## src/rtl/core/linear_probe_hash_set_core_defines.svh

```systemverilog
// Assertion macros shared by the hash set RTL.
`ifndef LINEAR_PROBE_HASH_SET_CORE_DEFINES_SVH
`define LINEAR_PROBE_HASH_SET_CORE_DEFINES_SVH

// Same-cycle implication, sampled on clk, off while rst_n is low.
`define LPHS_ASSERT_NOW(label, ante, cons, msg) \
    label: assert property (@(posedge clk) disable iff (!rst_n) (ante) |-> (cons)) \
        else $error(msg);

// Next-cycle implication, sampled on clk, off while rst_n is low.
`define LPHS_ASSERT_NEXT(label, ante, cons, msg) \
    label: assert property (@(posedge clk) disable iff (!rst_n) (ante) |=> (cons)) \
        else $error(msg);

`endif

```

## src/rtl/core/lphs_pkg.sv

```systemverilog
// Types and codes shared by the hash set modules.
package lphs_pkg;

    localparam int KEY_W   = 32;
    localparam int HASH_W  = 8;
    localparam int COUNT_W = 8;
    localparam int STAT_W  = 32;

    typedef enum logic [1:0] {
        ACT_INSERT = 2'd0,
        ACT_REMOVE = 2'd1,
        ACT_FIND   = 2'd2,
        ACT_CLEAR  = 2'd3
    } action_e;

    typedef enum logic [2:0] {
        ST_OK        = 3'd0,
        ST_INVALID   = 3'd1,
        ST_EXISTS    = 3'd2,
        ST_NOT_FOUND = 3'd3,
        ST_CAPACITY  = 3'd4,
        ST_FULL      = 3'd5
    } status_e;

    typedef enum logic [1:0] {
        TAG_EMPTY = 2'd0,
        TAG_TOMB  = 2'd1,
        TAG_USED  = 2'd2
    } tag_e;

    typedef enum logic [2:0] {
        S_INIT,
        S_IDLE,
        S_PROBE,
        S_CLEAR,
        S_DONE
    } state_e;

    typedef struct packed {
        action_e             action;
        logic [KEY_W-1:0]    key;
        logic [HASH_W-1:0]   hash_index;
    } in_item_t;

    typedef struct packed {
        status_e             status;
        logic [KEY_W-1:0]    found_key;
        logic [COUNT_W-1:0]  used_count;
        logic [STAT_W-1:0]   search_count;
        logic [STAT_W-1:0]   collision_count;
    } out_item_t;

    // Bookkeeping events from the probe controller to the statistics block.
    typedef struct packed {
        logic search_inc;
        logic collision_inc;
        logic used_inc;
        logic used_dec;
        logic used_clr;
    } stat_evt_t;

endpackage

```

## src/rtl/core/lphs_stats.sv

```systemverilog
// Used-slot count and saturating search and collision counters.
module lphs_stats (
    input  logic                        clk,
    input  logic                        rst_n,
    input  lphs_pkg::stat_evt_t         evt,
    output logic [lphs_pkg::COUNT_W-1:0] used_count,
    output logic [lphs_pkg::STAT_W-1:0]  search_count,
    output logic [lphs_pkg::STAT_W-1:0]  collision_count
);
    import lphs_pkg::*;

    logic [COUNT_W-1:0] used_reg,   used_next;
    logic [STAT_W-1:0]  search_reg, search_next;
    logic [STAT_W-1:0]  coll_reg,   coll_next;

    always_comb
    begin
        used_next   = used_reg;
        search_next = search_reg;
        coll_next   = coll_reg;
        if (evt.used_clr)
        begin
            used_next = '0;
        end
        else if (evt.used_inc)
        begin
            used_next = used_reg + COUNT_W'(1);
        end
        else if (evt.used_dec)
        begin
            used_next = used_reg - COUNT_W'(1);
        end
        // hold at all ones
        if (evt.search_inc && !(&search_reg))
        begin
            search_next = search_reg + STAT_W'(1);
        end
        if (evt.collision_inc && !(&coll_reg))
        begin
            coll_next = coll_reg + STAT_W'(1);
        end
    end

    always_ff @(posedge clk or negedge rst_n)
    begin
        if (!rst_n)
        begin
            used_reg   <= '0;
            search_reg <= '0;
            coll_reg   <= '0;
        end
        else
        begin
            used_reg   <= used_next;
            search_reg <= search_next;
            coll_reg   <= coll_next;
        end
    end

    assign used_count      = used_reg;
    assign search_count    = search_reg;
    assign collision_count = coll_reg;

endmodule

```

## config.mk

```make
export PLATFORM = sky130hd
export DESIGN_NAME = lphs_stats
export DESIGN_NICKNAME = d
export VERILOG_FILES = /design/src/rtl/core/linear_probe_hash_set_core_defines.svh /design/src/rtl/core/lphs_pkg.sv /design/src/rtl/core/lphs_stats.sv
export SDC_FILE = /design/constraint.sdc
export NUM_CORES = 1
export LEC_CHECK = 0
export BUFFER_PORTS_ARGS = -buffer_cell sky130_fd_sc_hd__buf_2
export CAP_MARGIN = 20
export CORE_ASPECT_RATIO = 1.25
export CORE_MARGIN = 3
export CORE_UTILIZATION = 49
export DETAILED_ROUTE_END_ITERATION = 16
export GPL_TIMING_DRIVEN = 1
export MAX_ROUTING_LAYER = met4
export PLACE_DENSITY = 0.76
export SLEW_MARGIN = 30
export SYNTH_ARGS = -nofsm -noshare
export SYNTH_HDL_FRONTEND = slang
export SYNTH_SLANG_ARGS = --single-unit
```

## constraint.sdc

```tcl
create_clock -name clk -period 1.7 [get_ports clk]
set_input_delay 0.34 -clock clk [delete_from_list [all_inputs] [get_ports clk]]
set_output_delay 0.34 -clock clk [all_outputs]
set_load 0.005 [all_outputs]
```

Word-level counts from Yosys, hierarchy flattened
Cells that the tools add are included.
{ "classes": {"n_reduce_logical": 7, "mux": 3, "add_sub_neg": 4} }
{ "ops": {"columns": ["cell", "n"], "rows": [
  ["$add A32 B1 Y32 const B", 2],
  ["$reduce_and A32 Y1", 2],
  ["$mux W8", 3],
  ["$add A8 B1 Y8 const B", 1],
  ["$sub A8 B1 Y8 const B", 1],
  ["$reduce_bool A3 Y1", 1],
  ["$logic_and A1 B1 Y1", 2],
  ["$logic_not A1 Y1", 2]
]} }
{ "word_totals": {"ff_bits": 72, "inputBits": 7, "output_inout_bits": 72} }

Depth between registers and ports, before layout
Gate-level depths: netlist of the first run.
{ "depth": {"depth_word": 4, "depth_mapped": 8, "depth_no_buf": 8} }

Least setup slack after synthesis of the first run
No wires, ideal clock.
{ "synth_timing": {"path_kind": "reg-to-reg", "from": "register search_reg[14] (netlist: search_count[14])", "to": "register search_reg[1] (netlist: search_count[1])", "path_stages_with_launch": 8, "path_slack_ns": -0.207, "n_path_buf": 1, "required_time_ns": 1.573, "setup_ns": 0.127, "t_arrival_ns": 1.779, "cell_sequence": "dfrtp_1 and4_4 nand4_4 nor4_4 and2_1 buf_4 nand2b_2 mux2_1"} }
{ "synth_between": {"elab_chain_len": 3} }
{ "synth_lines": {"columns": ["element", "line_no", "source"], "rows": [
  ["start: declaration", "lphs_stats.sv:13", "logic [STAT_W-1:0] search_reg, search_next;"],
  ["start signal: assignment", "lphs_stats.sv:55", "search_reg <= search_next;"],
  ["$reduce_and A32 Y1", "lphs_stats.sv:34", "if (evt.search_inc && !(&search_reg))"],
  ["$logic_not A1 Y1", "lphs_stats.sv:34", null],
  ["$logic_and A1 B1 Y1", "lphs_stats.sv:34", null]
]} }
Every way passes these cells.
A chain may end at the register's enable or synchronous reset.

Worst setup path after layout of the first run
{ "layout_timing": {"from": "register coll_reg[17] (netlist: collision_count[17])", "to": "register coll_reg[1] (netlist: collision_count[1])"} }
{ "layout_between": {"elab_chain_len": 3} }
{ "layout_lines": {"columns": ["element", "line_no", "source"], "rows": [
  ["start: declaration", "lphs_stats.sv:14", "logic [STAT_W-1:0] coll_reg, coll_next;"],
  ["start signal: assignment", "lphs_stats.sv:56", "coll_reg <= coll_next;"],
  ["$reduce_and A32 Y1", "lphs_stats.sv:38", "if (evt.collision_inc && !(&coll_reg))"],
  ["$logic_not A1 Y1", "lphs_stats.sv:38", null],
  ["$logic_and A1 B1 Y1", "lphs_stats.sv:38", null]
]} }
Every way passes these cells.

==> flow_summary.ini, run 1 <==
[run_status]
outcome = finished, violations left
violations = setup timing

[final_layout]
area_growth_pct = 59.2
fin_util = 0.813
final_common_cell = buf_4
register_area_um2 = 1800
antennaDiodeCount = 0
final_cell_mix = buf_4 (109), buf_2 (78), dfrtp_1 (71)
final_area_um2 = 5740
fill_cells = 404
fin_nets = 557
drive_above_1_share = 0.544
multi_input_area_um2 = 2230

[grt]
grt_usage = 0.238
grt_overflow = 0
grt_pass1_vias = 3340
grt_pass1_wl_mm = 15.1
grt_max_degree = 45
antenna_found_initial = 0

[drt]
viasPerCell = 5.49
drtIter0Drc = 188
num_vias = 3492
post_drt_wl_per_cell_um = 17.2
drtAntennaViolNets = 0
first_pass_iters = 4
wirelength_mm = 10.9
drc = 0

[worst_hold_path]
min_path_type = primary input to async pin

[yosys]
syn_nets = 358
ys_ff_latch = 72
synth_top_area_cell = dfrtp_1
yosys-top-cells-area = dfrtp_1 (50%), xnor2_1 (10%), xor2_1 (5.3%), nand2_1 (3.4%), nand4_1 (3.3%)
synth_cell_types = 42
syn_avg_cell_area_um2 = 10.5
syn_inst = 342
synth_warnings = 0
ys_seq_area_frac = 0.499
synth.cell_area_um2 = 3610
synth_top_area_share = 0.499

[setup_path]
crit_buf_inv = 1
cp.required_ps = 1930
cp_cell_sequence = and4_4 > nand4_1 > nor4b_4 > buf_4 > nand2b_4 > mux2_4
crit_arrival_ps = 2080
crit_family = simple AND/OR/NAND/NOR gates
end_kind = flop
cp_max_fo = 3
critical_path_class = flop to flop
crit_path_top_delay_cell = dfrtp_1
startpoint_type = flop
max_stage_delay_ps = 350

[clock_tree]
cts_root_buffer = clkbuf_8
clock_path_buffers = 2
clock-sinks = 72
h-tree-depth = 3
clk_pin_slew_worst_paths_ps = 80
cts_tree = built
cts_buffers = 9
insertion_delay_ps = 340

[placed_design]
dp_hpwl_mm = 6.53
place_congestion = 0.829
placed_area_um2 = 4810
port_buffers = 78

[floorplan]
die_h_um = 102
rows = 34
die_area_um2 = 8430
core_um2 = 7060
start_util = 0.511
io_pins = 79
die_w_um = 82.7

[power_and_ir_drop]
cellLeakagePower_nw = 3.02
peakVddDrop_mv = 0.853
p_per_area_nw_per_um2 = 992

[timing]
fin_skew_ps = 11.0
rsz0062_at_grt = true
maxSlewViolCount = 0
slew_headroom = 0.621
finalSetupViolCount = 42
setup_slack_ps = -151
achievable-frequency_mhz = 540
fin_crit_ps = 1850
hold_viol = 0
tightestPinTransition_ps = 568
period_share = 1.09

[run]
drv_cap = 0
layer usage:
metal | track usage | vias to the layer above | share of wire
met5 | - | - | 0
met4 | 0.0881 | 0 | 0.028
met3 | 0.0485 | 33 | 0.042
met2 | 0.419 | 116 | 0.54
met1 | 0.262 | 1749 | 0.39
li1 | - | 1594 | -
repair_timing:
action / in CTS / in global routing
endpoints found under the setup margin: 48 / 61
gates resized for setup: 36 / 65
hold buffers: 0 / 0
pin swaps: 27 / 50
buffers inserted: 5 / 17
gates cloned: 1 / 1
cell usage after synthesis, drive strengths merged:
library cell  number
nand2             33
nand4             20
o31ai              6
and2               5
and3              17
nor3               9
buf                5
xor2              22
fa                 1
dfrtp             72
o41ai              1
or3                1
nor2b              3
a21oi              6
nor4               3
xnor2             41
inv               11
nand2b             3
o21ai              1
nand3             23
a31oi              2
a211oi             1
nor2              29
nand4b             1
a311oi             1
mux2i              4
mux2               2
clkbuf             2
nor4b              1
ha                 8
o211ai             1
and4               7
kinds of logic (layout without fill, tap and decap cells):
family / count (synthesis) / after routing / synth area share
buffers and inverters: 18 / 222 / 0.0243
xor gates and xnor gates: 63 / 63 / 0.153
DFF: 72 / 72 / 0.499
AOI/OAI and AO/OA: 19 / 19 / 0.0347
adders and majority gates: 9 / 9 / 0.0333
and+or+nand+nor: 155 / 155 / 0.238
muxes: 6 / 6 / 0.0173
where the power goes:
part / switching [W] / internal [W] / leakage [nW]
Combinational: 0.000955 / 0.00111 / 1.97
Clock: 0.000661 / 0.000859 / 0.112
Sequential: 0.000181 / 0.00193 / 0.946
Total: 0.00180 / 0.00390 / 3.02
stage by stage:
step | worst slack [ps] | hold WS [ps] | std cells | power [W] | TNS (ps)
floorplan | -145 | 44.4 | 342 | 0.00290 | -510
global placement | -301 | 376 | 596 | 0.00370 | -1140
detailed placement | -366 | 385 | 596 | 0.00379 | -3450
CTS | -115 | 13.5 | 618 | 0.00546 | -1440
global route | -234 | 23.3 | 636 | 0.00600 | -6650
finish | -151 | 13.6 | 636 | 0.00570 | -2630
sequential cells by signal, indices dropped and copies added, names as in the netlist:
name	cells
collision_count	32
used_count	8
search_count	32
worst paths after layout:
path	from	to	slack, ps	depth (start not counted)
worst max-delay path	collision_count[17]	collision_count[1]	-150	6
worst min-delay path	rst_n	used_count[3]	10	2
worst max register to register	collision_count[17]	collision_count[1]	-150	6
worst min register to register	used_count[6]	used_count[6]	530	2
max in group asynchronous	rst_n	search_count[22]	1200	2
min in group clk	evt[0]	used_count[7]	290	2
worst reg2reg max path, stage by stage (launching register included):
cell	delay, ps
dfrtp_1	350
and4_4	230
nand4_1	200
nor4b_4	350
buf_4	190
nand2b_4	140
mux2_4	290
area by class of cell:
class                      count  share of cell area
clock buffer                  10              0.0240
clock inverter                 6              0.0144
inverter                      11             0.00719
multi-input combinational    252               0.389
sequential                    72               0.314
tap                           90              0.0196
timing repair buffer         195               0.232
Power figures use the tool's default switching activity.
==> run 2: changes to the inputs <==
--- a/config.mk
+++ b/config.mk
@@ -5,15 +5,16 @@
 export SDC_FILE = /design/constraint.sdc
 export NUM_CORES = 1
 export LEC_CHECK = 0
+export ABC_AREA = 1
 export BUFFER_PORTS_ARGS = -buffer_cell sky130_fd_sc_hd__buf_2
 export CAP_MARGIN = 20
 export CORE_ASPECT_RATIO = 1.25
 export CORE_MARGIN = 3
-export CORE_UTILIZATION = 49
+export CORE_UTILIZATION = 50
 export DETAILED_ROUTE_END_ITERATION = 16
 export GPL_TIMING_DRIVEN = 1
 export MAX_ROUTING_LAYER = met4
-export PLACE_DENSITY = 0.76
+export PLACE_DENSITY = 0.75
 export SLEW_MARGIN = 30
 export SYNTH_ARGS = -nofsm -noshare
 export SYNTH_HDL_FRONTEND = slang
==> flow_summary.ini, run 2 <==
[run_status]
outcome = completed

[floorplan]
die_w_um = 94.6
die_area_um2 = 11000
start_util = 0.523
core_um2 = 9370
rows = 39
io_pins = 79
die_h_um = 117

[setup_path]
cp.required_ps = 1930
crit_arrival_ps = 1870
cp_max_fo = 6
critical_path_class = flop to flop
startpoint_type = flop
end_kind = flop

[grt]
grt_pass1_wl_mm = 22.8
grt_max_degree = 73
grt_usage = 0.271
grt_pass1_vias = 5061
antenna_found_initial = 0
grt_overflow = 0

[timing]
fin_skew_ps = 7.62
finalSetupViolCount = 0
setup_slack_ps = 66.9
maxSlewViolCount = 0
rsz0062_at_grt = true
period_share = 0.961
achievable-frequency_mhz = 612
timing.hold.ws_ps = 15.9
slew_headroom = 0.740
fin_crit_ps = 1630
hold_viol = 0
tightestPinTransition_ps = 390

[yosys]
synth-simple-area-share = 0.458
syn_avg_cell_area_um2 = 6.48
synth_fa_ha_area_frac = 0.0245
syn_inst = 757
ys_ff_latch = 72
synth.cell_area_um2 = 4900
synth.most_common_cell = nand2_1
ys_seq_area_frac = 0.367
synth_cell_types = 27
synth_top_area_share = 0.367
synth_warnings = 0
synth_top_area_cell = dfrtp_1
yosys-top-cells-area = dfrtp_1 (37%), nand2_1 (29%), nor2_1 (7.6%), inv_1 (4.9%), nand3_1 (4.4%)
syn_nets = 773
synth.area.mux_share = 0
synthArstFlopShare = 1.00
synth.top_cells.by_count = nand2_1 (377), nor2_1 (99), dfrtp_1 (72), inv_1 (64), nand3_1 (43)
synth_edf_count = 0
synth_top_family_by_area = simple AND/OR/NAND/NOR gates
synth_xor_area_frac = 0.0554
synth-compound-area-share = 0.0202
synthFlopType = dfrtp_1

[final_layout]
fin_cells = 1017
final_cell_mix = nand2_1 (376), nor2_1 (88), buf_2 (78)
final_area_um2 = 6290
fin_nets = 905
antennaDiodeCount = 0
final_common_cell = nand2_1
drive_above_1_share = 0.208
area_growth_pct = 28.2

[drt]
first_pass_iters = 7
wl_met3_um = 923
drtAntennaViolNets = 0
highest-signal-layer = met4
wirelength_mm = 14.3
viasPerCell = 5.20
num_vias = 5287
post_drt_wl_per_cell_um = 14.0
drtIter0Drc = 295
drc = 0
dr_wl_met2_mm = 7.49
wl_met1_mm = 5.31

[worst_hold_path]
min_path_type = primary input to async pin

[clock_tree]
cts_buffers = 9
clk_pin_slew_worst_paths_ps = 60
h-tree-depth = 3
clock_path_buffers = 2
cts_root_buffer = clkbuf_16
clock-sinks = 72
insertion_delay_ps = 340
cts_tree = built

[placed_design]
port_buffers = 78
place_ws_ps = -41.0
placedCellCount = 992
placed_area_um2 = 5700
place_congestion = 0.932
dp_hpwl_mm = 10.1

[power_and_ir_drop]
peakVddDrop_mv = 0.593
cellLeakagePower_nw = 3.31
power_w = 0.00580
p_per_area_nw_per_um2 = 922

[run]
drv_cap = 0
[run 2: cell count changes after synthesis, sizes merged, moves of 7 or more]
cell / change
nand2: +353
nor2: +76
inv: +56
xnor2: -26
nand3: +20
and3: -17
o21ai: +13
nand4: -11
and4: -7
nor3: -7
[run 2: metal layers]
metal,up-vias,global-route usage
met2,220,0.485
met3,47,0.0348
met1,2442,0.291
met4,0,0.141
li1,2578,-
met5,-,-
[run 2: timing repair]
action / CTS / global route
gates cloned: 0 / 2
pin swaps: 0 / 4
setup buffers: 0 / 7
setup endpoints to repair: 6 / 57
endpoints found under the hold margin: 0 / 0
gates resized for setup: 2 / 31
hold buffers: 0 / 0
[run 2: area by class of cell]
type	count	area, um^2
fill	842	3080
clock buffer	9	225
inverter	67	264
timing repair buffer	132	880
clock inverter	7	166
multi-input combinational	607	2790
sequential	72	1810
tap	123	154
[run 2: power by group]
part / leakage, nW / internal, W / switching [W] / total [W]
registers: 0.971 / 0.00188 / 0.000208 / 0.00209
clock network: 0.186 / 0.00174 / 0.000792 / 0.00253
logic: 2.15 / 0.000538 / 0.000641 / 0.00118
total: 3.31 / 0.00416 / 0.00164 / 0.00580
[run 2: final timing paths]
| check | start | end | slack (ps) | depth (start not counted) |
|---|---|---|---|---|
| worst max-delay path | collision_count[3] | collision_count[31] | 70 | 9 |
| worst min-delay path | rst_n | used_count[5] | 20 | 2 |
| worst max register to register | collision_count[3] | collision_count[31] | 70 | 9 |
| worst min register to register | used_count[3] | used_count[3] | 530 | 2 |
| max in group asynchronous | rst_n | collision_count[5] | 1350 | 2 |
| min in group clk | evt[0] | used_count[7] | 350 | 4 |
[run 2: logic make-up (layout without fill, tap and decap cells)]
kind of cell,after synthesis,after routing
compound gates,19,19
xor+xnor,31,31
fa+ha+maj,9,9
buf+inv,78,215
flops,72,72
simple gates,548,548
[run 2: worst max-delay path, stage by stage (launching register included)]
cell and delay, ps:
dfrtp_1 450, nand2_1 110, nor2_1 210, nand2_1 250
nor2_2 240, nand2_1 70, nand2_1 60, nand2_1 40
nand2_1 50, nand2_1 40
[run 2: through the flow]
stage               utilization  setup TNS, ps
floorplan                     -              0
global placement          0.608              0
detailed placement        0.608           -108
CTS                       0.651              0
global route              0.671           -487
finish                    0.671              0
