--- src/rtl/core/linear_probe_hash_set_core_defines.svh ---
// Assertion macros shared by the hash set RTL.
`ifndef LINEAR_PROBE_HASH_SET_CORE_DEFINES_SVH
`define LINEAR_PROBE_HASH_SET_CORE_DEFINES_SVH

// Same-cycle implication, sampled on clk, off while rst_n is low.
`define LPHS_ASSERT_NOW(label, ante, cons, msg) \
    label: assert property (@(posedge clk) disable iff (!rst_n) (ante) |-> (cons)) \
        else $error(msg);

// Next-cycle implication, sampled on clk, off while rst_n is low.
`define LPHS_ASSERT_NEXT(label, ante, cons, msg) \
    label: assert property (@(posedge clk) disable iff (!rst_n) (ante) |=> (cons)) \
        else $error(msg);

`endif

--- src/rtl/core/lphs_pkg.sv ---
// Types and codes shared by the hash set modules.
package lphs_pkg;

    localparam int KEY_W   = 32;
    localparam int HASH_W  = 8;
    localparam int COUNT_W = 8;
    localparam int STAT_W  = 32;

    typedef enum logic [1:0] {
        ACT_INSERT = 2'd0,
        ACT_REMOVE = 2'd1,
        ACT_FIND   = 2'd2,
        ACT_CLEAR  = 2'd3
    } action_e;

    typedef enum logic [2:0] {
        ST_OK        = 3'd0,
        ST_INVALID   = 3'd1,
        ST_EXISTS    = 3'd2,
        ST_NOT_FOUND = 3'd3,
        ST_CAPACITY  = 3'd4,
        ST_FULL      = 3'd5
    } status_e;

    typedef enum logic [1:0] {
        TAG_EMPTY = 2'd0,
        TAG_TOMB  = 2'd1,
        TAG_USED  = 2'd2
    } tag_e;

    typedef enum logic [2:0] {
        S_INIT,
        S_IDLE,
        S_PROBE,
        S_CLEAR,
        S_DONE
    } state_e;

    typedef struct packed {
        action_e             action;
        logic [KEY_W-1:0]    key;
        logic [HASH_W-1:0]   hash_index;
    } in_item_t;

    typedef struct packed {
        status_e             status;
        logic [KEY_W-1:0]    found_key;
        logic [COUNT_W-1:0]  used_count;
        logic [STAT_W-1:0]   search_count;
        logic [STAT_W-1:0]   collision_count;
    } out_item_t;

    // Bookkeeping events from the probe controller to the statistics block.
    typedef struct packed {
        logic search_inc;
        logic collision_inc;
        logic used_inc;
        logic used_dec;
        logic used_clr;
    } stat_evt_t;

endpackage

--- src/rtl/core/lphs_ctrl.sv ---
// Probe controller: walks the slot memory, writes back, sweeps after reset and on clear.
`include "linear_probe_hash_set_core_defines.svh"
module lphs_ctrl #(
    parameter int SLOT_BITS = 8,
    parameter int KW        = 32
) (
    input  logic                         clk,
    input  logic                         rst_n,
    input  logic                         in_valid,
    output logic                         in_ready,
    input  lphs_pkg::in_item_t           in_data,
    input  logic [lphs_pkg::COUNT_W-1:0] cap_limit,
    input  logic [lphs_pkg::COUNT_W-1:0] used_count,
    output lphs_pkg::stat_evt_t          evt,
    output logic                         res_valid,
    input  logic                         res_ready,
    output lphs_pkg::status_e            res_status,
    output logic [lphs_pkg::KEY_W-1:0]   res_key,
    output logic                         mem_we,
    output logic [SLOT_BITS-1:0]         mem_waddr,
    output logic [KW+1:0]                mem_wdata,
    output logic [SLOT_BITS-1:0]         mem_raddr,
    input  logic [KW+1:0]                mem_rdata
);
    import lphs_pkg::*;

    state_e               state_reg, state_next;
    action_e              action_reg, action_next;
    logic [KW-1:0]        key_reg, key_next;
    logic [SLOT_BITS-1:0] cur_reg, cur_next;
    logic [SLOT_BITS-1:0] addr_reg, addr_next;
    logic [SLOT_BITS-1:0] step_reg, step_next;
    logic [SLOT_BITS-1:0] pos_reg, pos_next;
    logic                 have_free_reg, have_free_next;
    status_e              status_reg, status_next;
    logic [KEY_W-1:0]     hit_reg, hit_next;

    logic                 accept;
    logic [KW-1:0]        in_key;
    logic [SLOT_BITS-1:0] in_home;
    tag_e                 rd_tag;
    logic [KW-1:0]        rd_key;
    logic                 slot_match;
    logic                 free_now;
    logic [SLOT_BITS-1:0] pos_sel;
    logic                 go_probe, go_done, go_clear, walk_end;

    assign accept  = in_valid && in_ready;
    assign in_key  = KW'(in_data.key);
    assign in_home = SLOT_BITS'(in_data.hash_index);
    assign rd_tag  = tag_e'(mem_rdata[KW +: 2]);
    assign rd_key  = mem_rdata[KW-1:0];
    assign slot_match = (rd_tag == TAG_USED) && (rd_key == key_reg);
    assign free_now   = have_free_reg || (rd_tag != TAG_USED);
    assign pos_sel    = have_free_reg ? pos_reg : cur_reg;

    // Datapath and outputs
    always_comb
    begin
        in_ready       = (state_reg == S_IDLE);
        res_valid      = (state_reg == S_DONE);
        res_status     = status_reg;
        res_key        = hit_reg;
        evt            = '0;
        mem_we         = 1'b0;
        mem_waddr      = addr_reg;
        mem_wdata      = '0;
        mem_raddr      = addr_reg;
        action_next    = action_reg;
        key_next       = key_reg;
        cur_next       = cur_reg;
        addr_next      = addr_reg;
        step_next      = step_reg;
        pos_next       = pos_reg;
        have_free_next = have_free_reg;
        status_next    = status_reg;
        hit_next       = hit_reg;
        go_probe       = 1'b0;
        go_done        = 1'b0;
        go_clear       = 1'b0;
        walk_end       = 1'b0;

        unique case (state_reg)
            S_IDLE:
            begin
                mem_raddr = in_home;
                if (accept)
                begin
                    action_next    = in_data.action;
                    key_next       = in_key;
                    hit_next       = '0;
                    step_next      = '0;
                    have_free_next = 1'b0;
                    cur_next       = in_home;
                    addr_next      = in_home + SLOT_BITS'(1);
                    status_next    = ST_OK;
                    if (in_data.action == ACT_CLEAR)
                    begin
                        evt.used_clr = 1'b1;
                        addr_next    = '0;
                        go_clear     = 1'b1;
                    end
                    else if (in_key == '0)
                    begin
                        status_next = ST_INVALID;
                        go_done     = 1'b1;
                    end
                    else if (in_data.action == ACT_INSERT && used_count >= cap_limit)
                    begin
                        status_next = ST_CAPACITY;
                        go_done     = 1'b1;
                    end
                    else if (in_data.action != ACT_INSERT && used_count == '0)
                    begin
                        status_next = ST_NOT_FOUND;
                        go_done     = 1'b1;
                    end
                    else
                    begin
                        evt.search_inc = 1'b1;
                        go_probe       = 1'b1;
                    end
                end
            end
            S_PROBE:
            begin
                // rdata holds slot cur_reg; the read of addr_reg is in flight
                cur_next  = addr_reg;
                addr_next = addr_reg + SLOT_BITS'(1);
                step_next = step_reg + SLOT_BITS'(1);
                if (action_reg == ACT_INSERT)
                begin
                    if (slot_match)
                    begin
                        status_next = ST_EXISTS;
                        walk_end    = 1'b1;
                    end
                    else if (rd_tag == TAG_EMPTY)
                    begin
                        mem_we       = 1'b1;
                        mem_waddr    = pos_sel;
                        mem_wdata    = {TAG_USED, key_reg};
                        evt.used_inc = 1'b1;
                        status_next  = ST_OK;
                        walk_end     = 1'b1;
                    end
                    else
                    begin
                        evt.collision_inc = 1'b1;
                        have_free_next    = free_now;
                        pos_next          = pos_sel;
                        if (&step_reg)
                        begin
                            walk_end = 1'b1;
                            if (free_now)
                            begin
                                mem_we       = 1'b1;
                                mem_waddr    = pos_sel;
                                mem_wdata    = {TAG_USED, key_reg};
                                evt.used_inc = 1'b1;
                                status_next  = ST_OK;
                            end
                            else
                            begin
                                status_next = ST_FULL;
                            end
                        end
                    end
                end
                else
                begin
                    if (rd_tag == TAG_EMPTY)
                    begin
                        status_next = ST_NOT_FOUND;
                        walk_end    = 1'b1;
                    end
                    else if (slot_match)
                    begin
                        status_next = ST_OK;
                        walk_end    = 1'b1;
                        if (action_reg == ACT_REMOVE)
                        begin
                            mem_we       = 1'b1;
                            mem_waddr    = cur_reg;
                            mem_wdata    = {TAG_TOMB, key_reg};
                            evt.used_dec = 1'b1;
                        end
                        else
                        begin
                            hit_next = KEY_W'(rd_key);
                        end
                    end
                    else
                    begin
                        evt.collision_inc = 1'b1;
                        if (&step_reg)
                        begin
                            status_next = ST_FULL;
                            walk_end    = 1'b1;
                        end
                    end
                end
            end
            S_INIT, S_CLEAR:
            begin
                mem_we    = 1'b1;
                mem_waddr = addr_reg;
                mem_wdata = {TAG_EMPTY, {KW{1'b0}}};
                addr_next = addr_reg + SLOT_BITS'(1);
            end
            S_DONE:
            begin
            end
            default:
            begin
            end
        endcase
    end

    // Next state
    always_comb
    begin
        state_next = state_reg;
        unique case (state_reg)
            S_INIT:
            begin
                if (&addr_reg)
                begin
                    state_next = S_IDLE;
                end
            end
            S_IDLE:
            begin
                if (go_clear)
                begin
                    state_next = S_CLEAR;
                end
                else if (go_probe)
                begin
                    state_next = S_PROBE;
                end
                else if (go_done)
                begin
                    state_next = S_DONE;
                end
            end
            S_PROBE:
            begin
                if (walk_end)
                begin
                    state_next = S_DONE;
                end
            end
            S_CLEAR:
            begin
                if (&addr_reg)
                begin
                    state_next = S_DONE;
                end
            end
            S_DONE:
            begin
                if (res_ready)
                begin
                    state_next = S_IDLE;
                end
            end
            default:
            begin
                state_next = S_IDLE;
            end
        endcase
    end

    always_ff @(posedge clk or negedge rst_n)
    begin
        if (!rst_n)
        begin
            state_reg <= S_INIT;
            addr_reg  <= '0;
        end
        else
        begin
            state_reg <= state_next;
            addr_reg  <= addr_next;
        end
    end

    always_ff @(posedge clk)
    begin
        action_reg    <= action_next;
        key_reg       <= key_next;
        cur_reg       <= cur_next;
        step_reg      <= step_next;
        pos_reg       <= pos_next;
        have_free_reg <= have_free_next;
        status_reg    <= status_next;
        hit_reg       <= hit_next;
    end

    `LPHS_ASSERT_NEXT(a_write_ends_walk, (state_reg == S_PROBE) && mem_we,
        state_reg == S_DONE, "probe write did not end the walk")
    `LPHS_ASSERT_NEXT(a_insert_reports_ok, evt.used_inc,
        (state_reg == S_DONE) && (status_reg == ST_OK), "insert without ok status")
    `LPHS_ASSERT_NEXT(a_clear_sweeps_from_zero,
        (state_reg == S_IDLE) && in_valid && (in_data.action == ACT_CLEAR),
        (state_reg == S_CLEAR) && (addr_reg == '0), "clear did not start sweep at slot zero")
    `LPHS_ASSERT_NOW(a_search_on_accept, evt.search_inc,
        (state_reg == S_IDLE) && in_valid, "search counted outside an accepted transaction")

endmodule

--- config.mk ---
export PLATFORM = sky130hd
export DESIGN_NAME = lphs_ctrl
export DESIGN_NICKNAME = d
export VERILOG_FILES = /design/src/rtl/core/lphs_pkg.sv /design/src/rtl/core/lphs_ctrl.sv
export VERILOG_INCLUDE_DIRS = /design/src /design/src/rtl/core
export SDC_FILE = /design/constraint.sdc
export NUM_CORES = 1
export LEC_CHECK = 0
export ABC_AREA = 1
export BUFFER_PORTS_ARGS = -buffer_cell sky130_fd_sc_hd__buf_4
export CORE_ASPECT_RATIO = 1.25
export CORE_MARGIN = 2
export CORE_UTILIZATION = 48
export DETAILED_ROUTE_END_ITERATION = 10
export PLACE_DENSITY = 0.79
export SKIP_LAST_GASP = 1
export SYNTH_ARGS = -nofsm -noshare
export SYNTH_HDL_FRONTEND = slang
export SYNTH_SLANG_ARGS = --single-unit
--- constraint.sdc ---
create_clock -name clk -period 3.5 [get_ports clk]
set_input_delay 0.35 -clock clk [delete_from_list [all_inputs] [get_ports clk]]
set_output_delay 0.35 -clock clk [all_outputs]
set_load 0.05 [all_outputs]
=== Word-level counts from Yosys, hierarchy flattened ===
Index checks and enable logic that the tools add are counted.
Widths: inputs -> output; s select.

* $add $sub $neg: 3
* Magnitude comparators: 1
* Eq/ne operators: 22
* Multiplexer cells: 99
* Bitwise operators: 2
* Reductions and logical operators: 26

{| class="wikitable"
|+ Operator list
! operator !! count
|-
| $mux 34 || 6
|-
| $mux 32 || 5
|-
| $mux 8 || 15
|-
| $mux 33 || 3
|-
| $pmux 32 s2 || 1
|-
| $mux 3 || 20
|-
| $pmux 8 s2 || 3
|-
| $mux 1 || 40
|-
| $eq 32x32->1 || 1
|-
| $logic_not 32->1 || 1
|-
| $add 8x1->8 const B || 3
|-
| $ne 2x2->1 const B || 10
|-
| $reduce_and 8->1 || 2
|-
| $pmux 3 s5 || 1
|-
| $reduce_and 5->1 || 2
|-
| $ge 8x8->1 || 1
|-
| $logic_not 8->1 || 1
|-
| $eq 3x2->1 const B || 2
|-
| $logic_not 2->1 || 3
|-
| $pmux 3 s2 || 1
|-
| $reduce_and 2->1 || 3
|-
| $reduce_and 6->1 || 1
|-
| $reduce_bool 2->1 || 3
|-
| $eq 2x2->1 const B || 2
|-
| other kinds (16) || 23
|}

* Register bits after elaboration: 105
* Input port bits: 96
* Output and inout bits: 93
* Logic and storage cells: 163

=== Depth between registers and ports, before layout ===
Gate-level depths: netlist (run 1).

* Word-level depth: 12
* Mapped depth: 14
* Depth with buffers taken out: 14

=== Worst setup path after synthesis (run 1) ===
OpenSTA, ideal clock, no wires.

* Kind: register to register
* Start: register state_reg[1]
* End: register hit_reg[0] (netlist: res_key[0]) (enable)
* Setup time: 0.432 ns
* Arrival: 2.978 ns
* Required time: 3.068 ns
* Setup slack: 0.090 ns
* Cell stages (with the launch flop): 9
* Path buffers: 0
* Clock period less this slack: 3.410 ns
* Cell sequence: dfrtp_1 inv_2 nor2_1 inv_2 nor2_4 inv_2 nand2_1 nand2_1 a21oi_1

* Word-level cells in the longest chain between the ends: 4
* Elaborated cells on any way between the ends: 10
* Classes of those cells: eq/ne (7); reduce/logical (3)

{| class="wikitable"
|+ RTL lines
! item !! RTL line !! text
|-
| start, declared || lphs_ctrl.sv:27 || <nowiki>state_e state_reg, state_next;</nowiki>
|-
| start signal, assigned || lphs_ctrl.sv:284 || <nowiki>state_reg <= state_next;</nowiki>
|-
| $eq 3x1->1 || lphs_ctrl.sv:60, lphs_ctrl.sv:83 ||
|-
| $logic_and 1x1->1 || lphs_ctrl.sv:48 || <nowiki>assign accept = in_valid && in_ready;</nowiki>
|-
| $ne 2x1->1 (no source line) || n/a ||
|-
| $reduce_and 6->1 (no source line) (*) || n/a ||
|-
| end signal, assigned || lphs_ctrl.sv:298 || <nowiki>hit_reg <= hit_next;</nowiki>
|-
| end, declared || lphs_ctrl.sv:36 || <nowiki>logic [KEY_W-1:0] hit_reg, hit_next;</nowiki>
|}

Mark *: on every way between the ends. The rest lies on a longest branch, timed or not.
A chain may end at the register's enable or synchronous reset.

=== Worst setup path in the final report (run 1) ===
* Start: register state_reg[1]
* End: output port mem_wdata[23]

* Word-level cells in the longest chain between the ends: 2

{| class="wikitable"
|+ RTL lines
! item !! RTL line !! text
|-
| $eq 3x2->1 || lphs_ctrl.sv:83 || <nowiki>unique case (state_reg)</nowiki>
|-
| $mux 34 || lphs_ctrl.sv:83 ||
|-
| end, declared || lphs_ctrl.sv:21 || <nowiki>output logic [KW+1:0] mem_wdata,</nowiki>
|}

No other way between the ends.

==> reports/qor.csv, run 1 <==
metric,value,unit
number of DRC markers in iteration 0,340,
Final GP Congestion,0.975,
# diodes,0,
asr flop ratio synth,0.105,
fraction of layout instances using a drive strength above 1,0.260,
Worst-Margin Slew,1.00,ns
"Clk Latency, worst-skew pair",0.35,ns
mapped cell area,0.00669,mm2
Area contributors post-synth,"edfxtp_1, nand2_1, inv_1",
post-route setup TNS,0,ns
Post-CTS Setup Bufs,0,
startpoint types,register,
DIE AREA,0.0149,mm2
clk slew on worst S/H paths,0.07,ns
sequential cell area fraction in the yosys report,0.463,
fill count,1241,
TritonCTS clock tree,built,
vias in the first global route,5849,
area delta synth->final,27.5,%
Worst Path Required,3.15,ns
Post-synth EDFFs,94,
endpoint class of the critical path,output port,
Initial Util,0.489,
post-synth top area share,0.422,
Crit path arrival time,2.74,ns
largest net degree at the start of global routing,33,
class of the most critical hold timing path,in -> reg,
GRT Total Usage,0.243,
syn_nets,969,
post-route ant nets,0,
Synth top cells by count,"nand2_1, inv_1, nor2_1",
highest ir drop seen on vdd,641,uV
DRC violations left,0,
status,"finished, final reports clean",
Port Buffers,188,
IO Count,189,
vias after detailed routing,6183,
initial antenna violation count,0,
crit-path max FO,32,
Row Count,48,
PwrDens,724,mW/mm2
# setup viols final,0,
H-tree depth,3,
Avg WL per Cell,14.6,um
Cells after Synth,862,
Final Max Slew Viols,0,
critical path type,reg -> out,
Leak,0.00413,uW
Setup crit start,state_reg[1],
first-pass GRT wire length,27900,um
RSZ-0062 raised after global routing,false,
DIE HEIGHT,136,um
total grt overflow,0,
root buffer selected by CTS,clkbuf_16,
biggest area consumer among synthesized cells,edfxtp_1,
hold path startpoint,in_data[21],
post-synth cell types,45,
Final min period,3.09,ns
post-CTS resize count,0,
fin crit share,0.882,
DR vias/cell,5.04,
Synth Area per Inst,7.76,um2
Die Width,110,um
Yosys reg bits,105,
Core Region,0.0137,mm2
maximum clock frequency,324,MHz
worst-case clock buffer depth,2,
hpwl dp,14000,um
1st-pass router iterations,5,
"count leader, synth",nand2_1,
clk sinks,105,
total CTS buffers,9,
Final Hold Vio Count,0,
multi-input logic area,0.00292,mm2
skew final,0.00992,ns
drt total wl,18000,um
Synth Warn #,0,
fin util,0.623,
Reg area,0.00310,mm2
ys flop type,edfxtp_1,
FF-to-FF Start,key_reg[10],
Max-slew headroom,0.329,
fin nets,1154,
max_cap viols,0,
worst max-delay path, cell delays in order (launching register included):
cell     delay (ns)
dfrtp_1        0.44
inv_2          0.08
nor2_1         0.04
inv_2          0.10
nor2_4         0.04
inv_2          0.37
nor2_4         0.13
nor2_4         0.81
nor2_1         0.13
buf_4          0.23
placed cells by master, fill, tap and decap left out, types with 4 or more instances in the layout:
cell	instances
inv_1	139
buf_4	194
nand2_1	222
nor3_1	9
nand4_1	20
xor2_1	4
a21oi_1	14
xnor2_1	11
nand3_1	54
nor2_1	124
clkbuf_16	9
dfrtp_1	11
o21ai_0	43
ha_1	11
edfxtp_1	94
nor2_4	4
nand2_2	20
nor2_2	27
worst paths after layout:
path / to / slack, ns / cells past startpoint
max in group asynchronous: state_reg[2] / 2.97 / 2
worst max-delay path: mem_wdata[23] / 0.41 / 9
worst max register to register: res_key[6] / 1.11 / 8
worst min-delay path: key_reg[13] / 0.18 / 1
min in group asynchronous: addr_reg[7] / 0.37 / 2
worst min register to register: addr_reg[3] / 0.57 / 2
routing by layer:
| metal | part of all wire | GRT usage | up-vias |
|---|---|---|---|
| li1 | - | - | 3118 |
| met1 | 0.39 | 0.285 | 2813 |
| met2 | 0.52 | 0.441 | 219 |
| met3 | 0.069 | 0.0441 | 33 |
| met4 | 0.023 | 0.0816 | 0 |
| met5 | 0 | 0 | - |
timing repair:
item	CTS	global route
hold endpoints to repair	11	0
setup endpoints to repair	0	0
hold buffers	1	0
final cells by class:
type | count | area share
clock inverters | 6 | 0.00689
repair buffers | 195 | 0.172
clock buffers | 10 | 0.0268
inverters | 143 | 0.0629
well taps | 175 | 0.0257
flip-flops and latches | 105 | 0.363
multi-input cells | 593 | 0.343
metrics by stage:
step | instance area (um2) | hold slack (ns) | std cells | power, uW | setup WS [ns]
3_3_place_gp | 8230 | 0.198 | 1210 | 5140 | 0.808
6_report | 8530 | 0.185 | 1227 | 6170 | 0.412
3_5_place_dp | 8230 | 0.198 | 1210 | 5180 | 0.744
2_1_floorplan | 6690 | 0.0544 | 862 | 4240 | 0.0903
5_1_grt | 8530 | 0.182 | 1227 | 6510 | 0.181
4_1_cts | 8530 | 0.182 | 1227 | 6180 | 0.387
power breakdown:
part           switching [uW]  internal, uW  leakage, uW
combinational            2220           864      0.00297
clock                     455           551     0.000136
sequential                234          1840      0.00102
total                    2910          3260      0.00413
cell families (layout without fill, tap and decap cells):
kind of cell / count (synthesis) / after routing / synth area share
AOI/OAI and AO/OA: 71 / 71 / 0.0584
adders and majority gates: 11 / 11 / 0.0206
xor gates and xnor gates: 15 / 15 / 0.0196
DFF: 105 / 105 / 0.463
buffers and inverters: 164 / 354 / 0.103
and+or+nand+nor: 496 / 496 / 0.335
Power figures use the tool's default switching activity.
==> inputs of run 2 (changes only) <==
Settings changed: ABC_AREA 1 to unset, CORE_UTILIZATION 48 to 46.
==> reports/qor.csv, run 2 <==
metric,value,unit,change
vias in the first global route,4912,,-16%
Leak,0.00318,uW,-23%
Die Width,104,um,-5.4%
Initial Util,0.470,,-0.0184
DIE AREA,0.0133,mm2,-10%
Worst-Margin Slew,1.12,ns,+0.116 ns
crit-path max FO,7,,-78%
post-synth top area share,0.494,,+0.0717
post-route ant nets,0,,unchanged
PwrDens,757,mW/mm2,+4.7%
Synth Warn #,0,,unchanged
worst-case clock buffer depth,2,,unchanged
top sig layer,met4,,
drt total wl,15800,um,-12%
number of DRC markers in iteration 0,303,,-11%
ys flop type,edfxtp_1,,
initial antenna violation count,0,,unchanged
Synth top cells by count,"edfxtp_1, and3_1, nand2_1",,
skew final,0.0110,ns,+0.00111 ns
clk sinks,105,,unchanged
Synth Area per Inst,11.1,um2,+44%
highest ir drop seen on vdd,899,uV,+40%
total CTS buffers,9,,unchanged
# setup viols final,0,,unchanged
largest net degree at the start of global routing,36,,+9.1%
most frequent cells in the layout,"buf_4, edfxtp_1, nand2_1, and3_1, and2_1",,
endpoint class of the critical path,output port,,
RSZ-0062 raised after global routing,false,,
asr flop ratio synth,0.105,,unchanged
"count leader, synth",edfxtp_1,,
M1 WL,5740,um,-18%
fin nets,798,,-31%
1st-pass router iterations,5,,unchanged
final total power,5690,uW,-7.7%
Area contributors post-synth,"edfxtp_1, xnor2_1, dfrtp_1",,
multi-input logic area,0.00240,mm2,-18%
Crit path arrival time,2.88,ns,+0.14 ns
fill count,982,,-21%
DR vias/cell,5.62,,+12%
max_cap viols,0,,unchanged
TritonCTS clock tree,built,,
Max-slew headroom,0.248,,-0.0812
startpoint types,register,,
"commonest non-fill, non-tap cell in the layout",buf_4,,
"Clk Latency, worst-skew pair",0.34,ns,about the same
total grt overflow,0,,unchanged
Core Region,0.0122,mm2,-11%
GRT Total Usage,0.234,,-0.00908
root buffer selected by CTS,clkbuf_16,,
# diodes,0,,unchanged
DIE HEIGHT,129,um,-5.4%
IO Count,189,,unchanged
Row Count,45,,-6.3%
vias after detailed routing,4834,,-22%
first-pass GRT wire length,24300,um,-13%
Port Buffers,188,,unchanged
Avg WL per Cell,18.4,um,+25%
Cells after Synth,513,,-40%
Final min period,3.23,ns,+0.138 ns
WL met3,1120,um,-9.8%
post-route setup TNS,0,ns,unchanged
post-synth cell types,55,,+22%
Final Max Slew Viols,0,,unchanged
Reg area,0.00310,mm2,unchanged
post-CTS resize count,0,,unchanged
class of the most critical hold timing path,in -> reg,,
fin crit share,0.922,,+0.0393
biggest area consumer among synthesized cells,edfxtp_1,,
critical path type,reg -> out,,
clk slew on worst S/H paths,0.07,ns,about the same
H-tree depth,3,,unchanged
sequential cell area fraction in the yosys report,0.542,,+0.0787
Final Hold Vio Count,0,,unchanged
Yosys reg bits,105,,unchanged
maximum clock frequency,310,MHz,-4.3%
mapped cell area,0.00572,mm2,-15%
Post-synth EDFFs,94,,unchanged
fraction of layout instances using a drive strength above 1,0.328,,+0.0681
status,"finished, final reports clean",,
syn_nets,620,,-36%
Final GP Congestion,0.918,,-5.9%
met2 wire length,8440,um,-9.8%
Worst Path Required,3.15,ns,about the same
DRC violations left,0,,unchanged
area delta synth->final,31.5,%,
hpwl dp,12400,um,-11%
[run 2: worst max-delay path, cell delays in order, from the launching register on]
cell and delay [ns]:
edfxtp_1 0.43, xnor2_1 0.30, nand4_1 0.17, nor2_1 0.23, and4_1 0.42, mux2_2 0.46, a221o_1 0.33, buf_4 0.20
[run 2: final cells by class]
type,count,share of cell area
clock buffer,12,0.0328
clock inverter,4,0.00483
inverter,17,0.00849
multi-input combinational,363,0.320
sequential,105,0.412
tap,164,0.0273
timing repair buffer,195,0.195
[run 2: final timing paths]
kind | start | end | slack (ns) | depth (start not counted)
setup / recovery | key_reg[21] | mem_waddr[3] | 0.27 | 7
hold / removal | in_data[16] | key_reg[8] | 0.19 | 1
min in group asynchronous | rst_n | addr_reg[5] | 0.38 | 2
setup reg to reg | state_reg[0] | pos_reg[4] | 0.86 | 6
max in group asynchronous | rst_n | addr_reg[4] | 2.97 | 2
hold reg to reg | pos_reg[1] | pos_reg[1] | 0.58 | 1
[run 2: through the flow]
stage | cell area [um2] | cells | utilization | hold slack [ns] | setup WS [ns]
global placement | 7230 | 843 | 0.594 | 0.198 | 0.665
global route | 7520 | 860 | 0.618 | 0.174 | 0.108
floorplan | 5720 | 513 | - | 0.0544 | 0.892
detailed placement | 7230 | 843 | 0.594 | 0.198 | 0.617
CTS | 7520 | 860 | 0.618 | 0.183 | 0.298
finish | 7520 | 860 | 0.618 | 0.190 | 0.275
[run 2: logic make-up (layout without fill, tap and decap cells)]
group,count (synthesis),in the layout,share of synthesized area
XOR/XNOR,43,43,0.0659
flip-flops,105,105,0.542
buffers and inverters,45,228,0.0379
adder cells (fa/ha/maj),11,11,0.0241
AND/OR/NAND/NOR,218,218,0.210
AO/OA/AOI/OAI,74,74,0.0873
multiplexers,17,17,0.0333
[run 2: per-layer routing]
metal,vias to the layer above,track usage
li1,2260,-
met1,2273,0.252
met2,267,0.446
met3,34,0.0446
met4,0,0.105
met5,-,0
[run 2: power breakdown]
part / switching, uW / leakage (uW) / internal, uW
Clock: 450 / 0.000136 / 513
Sequential: 294 / 0.00101 / 1820
Combinational: 1760 / 0.00204 / 854
Total: 2510 / 0.00318 / 3190
[run 2: repair_timing]
item	in CTS	in global routing
hold buffers	1	0
hold endpoints to repair	11	0
setup buffers	0	0
